===== config.mk =====
export PLATFORM = sky130hd
export DESIGN_NAME = emcr_div_stage
export DESIGN_NICKNAME = d
export VERILOG_FILES = /design/src/emcr_pkg.sv /design/src/emcr_div_stage.sv
export SDC_FILE = /design/constraint.sdc
export NUM_CORES = 1
export LEC_CHECK = 0
export BUFFER_PORTS_ARGS = -buffer_cell sky130_fd_sc_hd__buf_2
export CAP_MARGIN = 15
export CORE_AREA = 2 2 363 365
export DETAILED_ROUTE_END_ITERATION = 6
export DIE_AREA = 0 0 365 367
export GPL_ROUTABILITY_DRIVEN = 1
export PLACE_DENSITY = 0.49
export SYNTH_ARGS = -nofsm -noshare
export SYNTH_HDL_FRONTEND = slang
export SYNTH_SLANG_ARGS = --single-unit

===== constraint.sdc =====
create_clock -name clk -period 0.95 [get_ports clk]
set_clock_uncertainty 0.15 [all_clocks]
set_input_delay 0.19 -clock clk [delete_from_list [all_inputs] [get_ports clk]]
set_output_delay 0.19 -clock clk [all_outputs]
set_load 0.05 [all_outputs]

===== src/emcr_pkg.sv =====
// Shared widths and pipeline payload types for the equal-mass collision response block.
package emcr_pkg;

    localparam int DATA_W      = 32;
    localparam int MAG_W       = 32;
    localparam int PROD_W      = 2 * MAG_W;
    localparam int SUM_W       = PROD_W + 1;
    localparam int HI_W        = SUM_W - MAG_W;
    localparam int HI_PROD_W   = HI_W + MAG_W;
    localparam int NUM_W       = SUM_W + MAG_W;
    localparam int QUOT_W      = 34;
    localparam int REM_W       = SUM_W;
    localparam int ACC_W       = 36;
    localparam int IN_TDATA_W  = 8 * DATA_W;
    localparam int OUT_TDATA_W = 4 * DATA_W;
    localparam int OUT_TUSER_W = 2;

    // Velocities and the coincidence flag ride alongside the arithmetic.
    typedef struct packed {
        logic signed [DATA_W-1:0] vel_a_x;
        logic signed [DATA_W-1:0] vel_a_y;
        logic signed [DATA_W-1:0] vel_b_x;
        logic signed [DATA_W-1:0] vel_b_y;
        logic                     coincide;
    } emcr_side_t;

    // State of one request inside the restoring divider.
    typedef struct packed {
        emcr_side_t          side;
        logic                neg_x;
        logic                neg_y;
        logic [REM_W-1:0]    divisor;
        logic [REM_W-1:0]    rem_x;
        logic [REM_W-1:0]    rem_y;
        logic [QUOT_W-1:0]   quot_x;
        logic [QUOT_W-1:0]   quot_y;
        logic [QUOT_W-1:0]   numer_x;
        logic [QUOT_W-1:0]   numer_y;
    } emcr_div_t;

endpackage


===== src/emcr_div_stage.sv =====
// One registered restoring-division step for both velocity components.
module emcr_div_stage (
    input  logic               clk,
    input  logic               rst_n,
    input  logic               en,
    input  logic               in_valid,
    input  emcr_pkg::emcr_div_t in_data,
    output logic               out_valid,
    output emcr_pkg::emcr_div_t out_data
);
    import emcr_pkg::*;

    logic                valid_reg;
    emcr_div_t           data_reg;
    emcr_div_t           data_next;
    logic [REM_W+1:0]    trial_x;
    logic [REM_W+1:0]    trial_y;

    // Shift in the next numerator bit and subtract the divisor where it fits.
    always_comb
    begin
        data_next = in_data;
        trial_x   = {1'b0, in_data.rem_x, in_data.numer_x[QUOT_W-1]} - {2'b00, in_data.divisor};
        trial_y   = {1'b0, in_data.rem_y, in_data.numer_y[QUOT_W-1]} - {2'b00, in_data.divisor};
        data_next.numer_x = {in_data.numer_x[QUOT_W-2:0], 1'b0};
        data_next.numer_y = {in_data.numer_y[QUOT_W-2:0], 1'b0};
        data_next.quot_x  = {in_data.quot_x[QUOT_W-2:0], ~trial_x[REM_W+1]};
        data_next.quot_y  = {in_data.quot_y[QUOT_W-2:0], ~trial_y[REM_W+1]};
        if (trial_x[REM_W+1])
        begin
            data_next.rem_x = {in_data.rem_x[REM_W-2:0], in_data.numer_x[QUOT_W-1]};
        end
        else
        begin
            data_next.rem_x = trial_x[REM_W-1:0];
        end
        if (trial_y[REM_W+1])
        begin
            data_next.rem_y = {in_data.rem_y[REM_W-2:0], in_data.numer_y[QUOT_W-1]};
        end
        else
        begin
            data_next.rem_y = trial_y[REM_W-1:0];
        end
    end

    always_ff @(posedge clk or negedge rst_n)
    begin
        if (!rst_n)
        begin
            valid_reg <= 1'b0;
        end
        else if (en)
        begin
            valid_reg <= in_valid;
        end
    end

    always_ff @(posedge clk)
    begin
        if (en && in_valid)
        begin
            data_reg <= data_next;
        end
    end

    assign out_valid = valid_reg;
    assign out_data  = data_reg;

endmodule


### Word-level counts from Yosys, hierarchy flattened

Index checks and enable logic that the tools add are counted.

| storage, ports and cells | value |
|---|---|
| bits in latches | 0 |
| register bits after elaboration | 461 |
| output and inout port bits | 463 |
| RAM bits | 0 |
| word-level logic and storage cells | 22 |
| memories kept | 0 |
| bits in read-only memories | 0 |
| bits of input ports | 466 |

| cells by class | value |
|---|---|
| order comparisons | 0 |
| bitwise operators | 2 |
| multiplexer cells | 2 |
| eq/ne operators | 0 |
| reductions and logical operators | 1 |
| shift-type cells | 0 |
| $mul | 0 |
| add/subtract/negate cells | 2 |
| divide/modulo/power cells | 0 |

Operator list:

| operator | count |
|---|---|
| $sub 66x65->67 | 2 |
| $mux 65 | 2 |
| $not 1->1 | 2 |
| $logic_and 1x1->1 | 1 |

### Depth between registers and ports, before layout

| depth | value |
|---|---|
| depth after elaboration | 2 |
| gate-level depth with buffers | 17 |
| mapped depth without buffers | 15 |

### Worst setup path before layout

OpenSTA, ideal clock, no wires.

| path | value |
|---|---|
| kind | input port to flip-flop |
| from | input in_valid |
| to | register data_reg, in the netlist out_data[100], enable pin |
| arrival | 10522 ps |
| path buffers | 0 |
| setup time | 881 ps |
| path slack | -10604 ps |
| stages | 1 |
| required time | -81 ps |
| path through | and2_1 |

| between the ends | value |
|---|---|
| word-level cells in the longest chain between the ends | 1 |

Ends and longest elaborated chain:

| element | line | text |
|---|---|---|
| start, declared | emcr_div_stage.sv:6 | `input logic in_valid,` |
| $logic_and 1x1->1 | emcr_div_stage.sv:61 | `if (en && in_valid)` |
| end signal, assigned | emcr_div_stage.sv:63 | `data_reg <= data_next;` |
| end, declared | emcr_div_stage.sv:14 | `emcr_div_t data_reg;` |

Every way passes these cells.
A chain may end at the register's enable or synchronous reset.

==> results.ini <==
[critical_path]
arrival_ps=3430
r2r_cells=1
cp-startpoint=in_data[33]
critPathMaxFanout=30
regToRegSetupSlack_ps=10
crit_end=out_data[153]$_DFFE_PP_
critPathBufInv=5
r2r_end=out_valid$_DFFE_PN0P_
slowest_delay_ps=370
cp.required_ps=1230
path_depth=18
start_kind=input port
r2r-start=out_valid$_DFFE_PN0P_
worstPathCellList=buf_8 > inv_12 > ha_4 > inv_2 > fa_2 > a21oi_4 > nor3_4 > o21ai_2 > o21ai_2 > a21oi_4 > o21ai_4 > a31oi_4 > o31a_4 > o31ai_4 > a211oi_4 > buf_6 > buf_12 > mux2_4
end_kind=flip-flop
path_delay_family=compound AO/OA/AOI/OAI gates
cp_slowest_cell=fa_2
critical_path_class=input port to flip-flop

[floorplan]
die_w_um=365
dieArea_um2=134000
ioPinCount=929
core.rowCount=133
start_util=0.177
die_h_um=367
fp.coreArea_um2=130000

[sta]
slew_headroom=0.649
period_minus_slack_ps=3160
post-route-period-util=3.32
drv_slew=0
rsz0062_at_grt=true
hold_violations=16
fmax_ghz=0.317
setup_slack_ps=-2210
setup_viol=1053
tightest_slew_ps=525
worst_hold_slack_ps=-458
tns_ps=-718620

[global_routing]
grt_start_max_net_pins=31
grt_overflow=0
grt_pass1_wl_um=184000
antenna_found_initial=80
grt_pass1_vias=24774
globalRouteTotalUtil=0.195

[clock_tree]
cts_tree=done
clk_pin_slew_ps=60
h-tree-depth=2
clkLatencyLatePin_ps=660
numClockSinks=461
cts_buffers=61
clk_path_buf_depth=3
cts_root_buf=clkbuf_16

[placement]
placed_area_um2=38800
dp_slack_ps=-3260
io_buffers=924
post-dp-hpwl_um=106000
dpl.cell_count=5086
globalplace.congestion=0.854

[synthesis]
netlist_area_um2=23100
yosys_warnings=0
async_flop_share=0.00217
synth-edff-count=460
synth.avg_cell_area_um2=12.5
synth-main-ff-cell=edfxtp_1
yosysUniqueCellTypes=77
synth-seq-cells=461
syn_inst=1851
yosysSeqAreaShare=0.599

[finish]
fillerInstances=12612
area_growth_pct=116
drive_above_1_share=0.529
final_area_um2=49800
fin_nets=4526
fin_cells=5768

[power]
p_leak_uw=0.0213
max-vdd-ir-drop_mv=1.60
p_total_uw=78300
pwr_density_cell_nw_per_um2=1570

[route]
drtAntennaViolNets=0
drt-total-wl_um=137000
remaining_drc_errors=0
avgViaCountPerCell=4.16
drtPass1Iterations=5
num_vias=23976
drt-wirelength-per-cell_um=23.8
drt-initial-drc-count=1223

[job]
maxCapViolCount=0

[hold_path]
hold_path.class=input port to flip-flop

[run_status]
outcome=finished, violations left
violations=hold timing, setup timing

==> cells by family after synthesis <==
family | count (synthesis) | share of synthesized area
buf+inv | 177 | 0.0317
flops | 461 | 0.599
simple gates | 391 | 0.0784
xor+xnor | 121 | 0.0458
compound gates | 501 | 0.135
other cells | 1 | 0.000162
fa+ha+maj | 132 | 0.0721
mux | 67 | 0.0385
==> layout make-up <==
type                            instances  area, um2  share of cell area
Clock buffer                           65       1560              0.0314
Tap cell                             1755       2200              0.0441
Inverter                              107        479             0.00961
Timing Repair Buffer                 2083      20600               0.414
Multi-Input combinational cell       1214      10600               0.212
Clock inverter                         50        488             0.00979
Sequential cell                       461      13800               0.278
Antenna cell                           33       82.6             0.00166
==> report_power, final <==
part           internal (uW)  leakage [uW]  switching [uW]
logic                  14000        0.0160           14800
registers              24500       0.00432            1210
clock network          13200      0.000969           10600
==> synth_stat cells (27+ instances only) <==
cell,instances,area share
nor2_1,85,0.014
ha_1,130,0.070
xor2_1,39,0.015
inv_1,106,0.017
mux2_2,27,0.013
clkbuf_1,42,0.0068
a21oi_1,168,0.036
xnor2_1,82,0.031
mux2_4,37,0.024
a21o_1,59,0.019
nand2_1,163,0.026
o21bai_1,33,0.011
edfxtp_1,460,0.60
nand4_1,36,0.0097
o21ai_0,113,0.024
==> cell usage in the layout (no fill, tap or decap), drive strengths merged, types with 13 or more instances in the layout <==
master and instances:
edfxtp 460, nand2b 18, o21ai 134, clkinv 24, xor2 39, nand2 163
nor3 14, o21bai 33, ha 130, a31oi 18, nor2 86, buf 1632
a211oi 13, inv 115, diode 33, nand3 22, mux2 64, a21oi 169
nor2b 13, clkinvlp 14, clkbuf 66, a21o 59, nand4 36, xnor2 82
dlygate4sd3 450
==> through the flow <==
stage	utilization	hold slack, ps
final	0.382	-458
after CTS	0.373	-515
after global routing	0.382	-503
after detailed placement	0.297	-160
after global placement	0.297	-160
after floorplan	-	-256
==> registers in the layout, indices dropped and copies added, names as in the netlist <==
register and cells:
out_data 460, out_valid 1
==> worst min-delay path by stage <==
stage,cells past startpoint,start,slack (ps),to
after floorplan,0,rst_n,-260,out_valid$_DFFE_PN0P_
after global placement,1,rst_n,-160,out_valid$_DFFE_PN0P_
after detailed placement,1,rst_n,-160,out_valid$_DFFE_PN0P_
after CTS,1,in_data[267],-510,out_data[267]$_DFFE_PP_
after global routing,1,in_data[267],-500,out_data[267]$_DFFE_PP_
final,1,in_data[267],-460,out_data[267]$_DFFE_PP_
==> what timing repair did <==
item | 4_1_cts | 5_1_grt
gates cloned | 21 | 0
hold buffers | 445 | 6
resized for setup | 642 | 259
endpoints found under the setup margin | 593 | 1054
buffers inserted | 41 | 41
endpoints found under the hold margin | 494 | 20
pin swaps | 87 | 93
==> layer usage <==
metal / global-route usage / up-vias / part of all wire
met5: 0 / - / 0.0024
met4: 0.0719 / 50 / 0.043
met3: 0.0632 / 241 / 0.091
met2: 0.349 / 844 / 0.50
met1: 0.213 / 11685 / 0.36
li1: - / 11156 / -
Power figures use the tool's default switching activity.
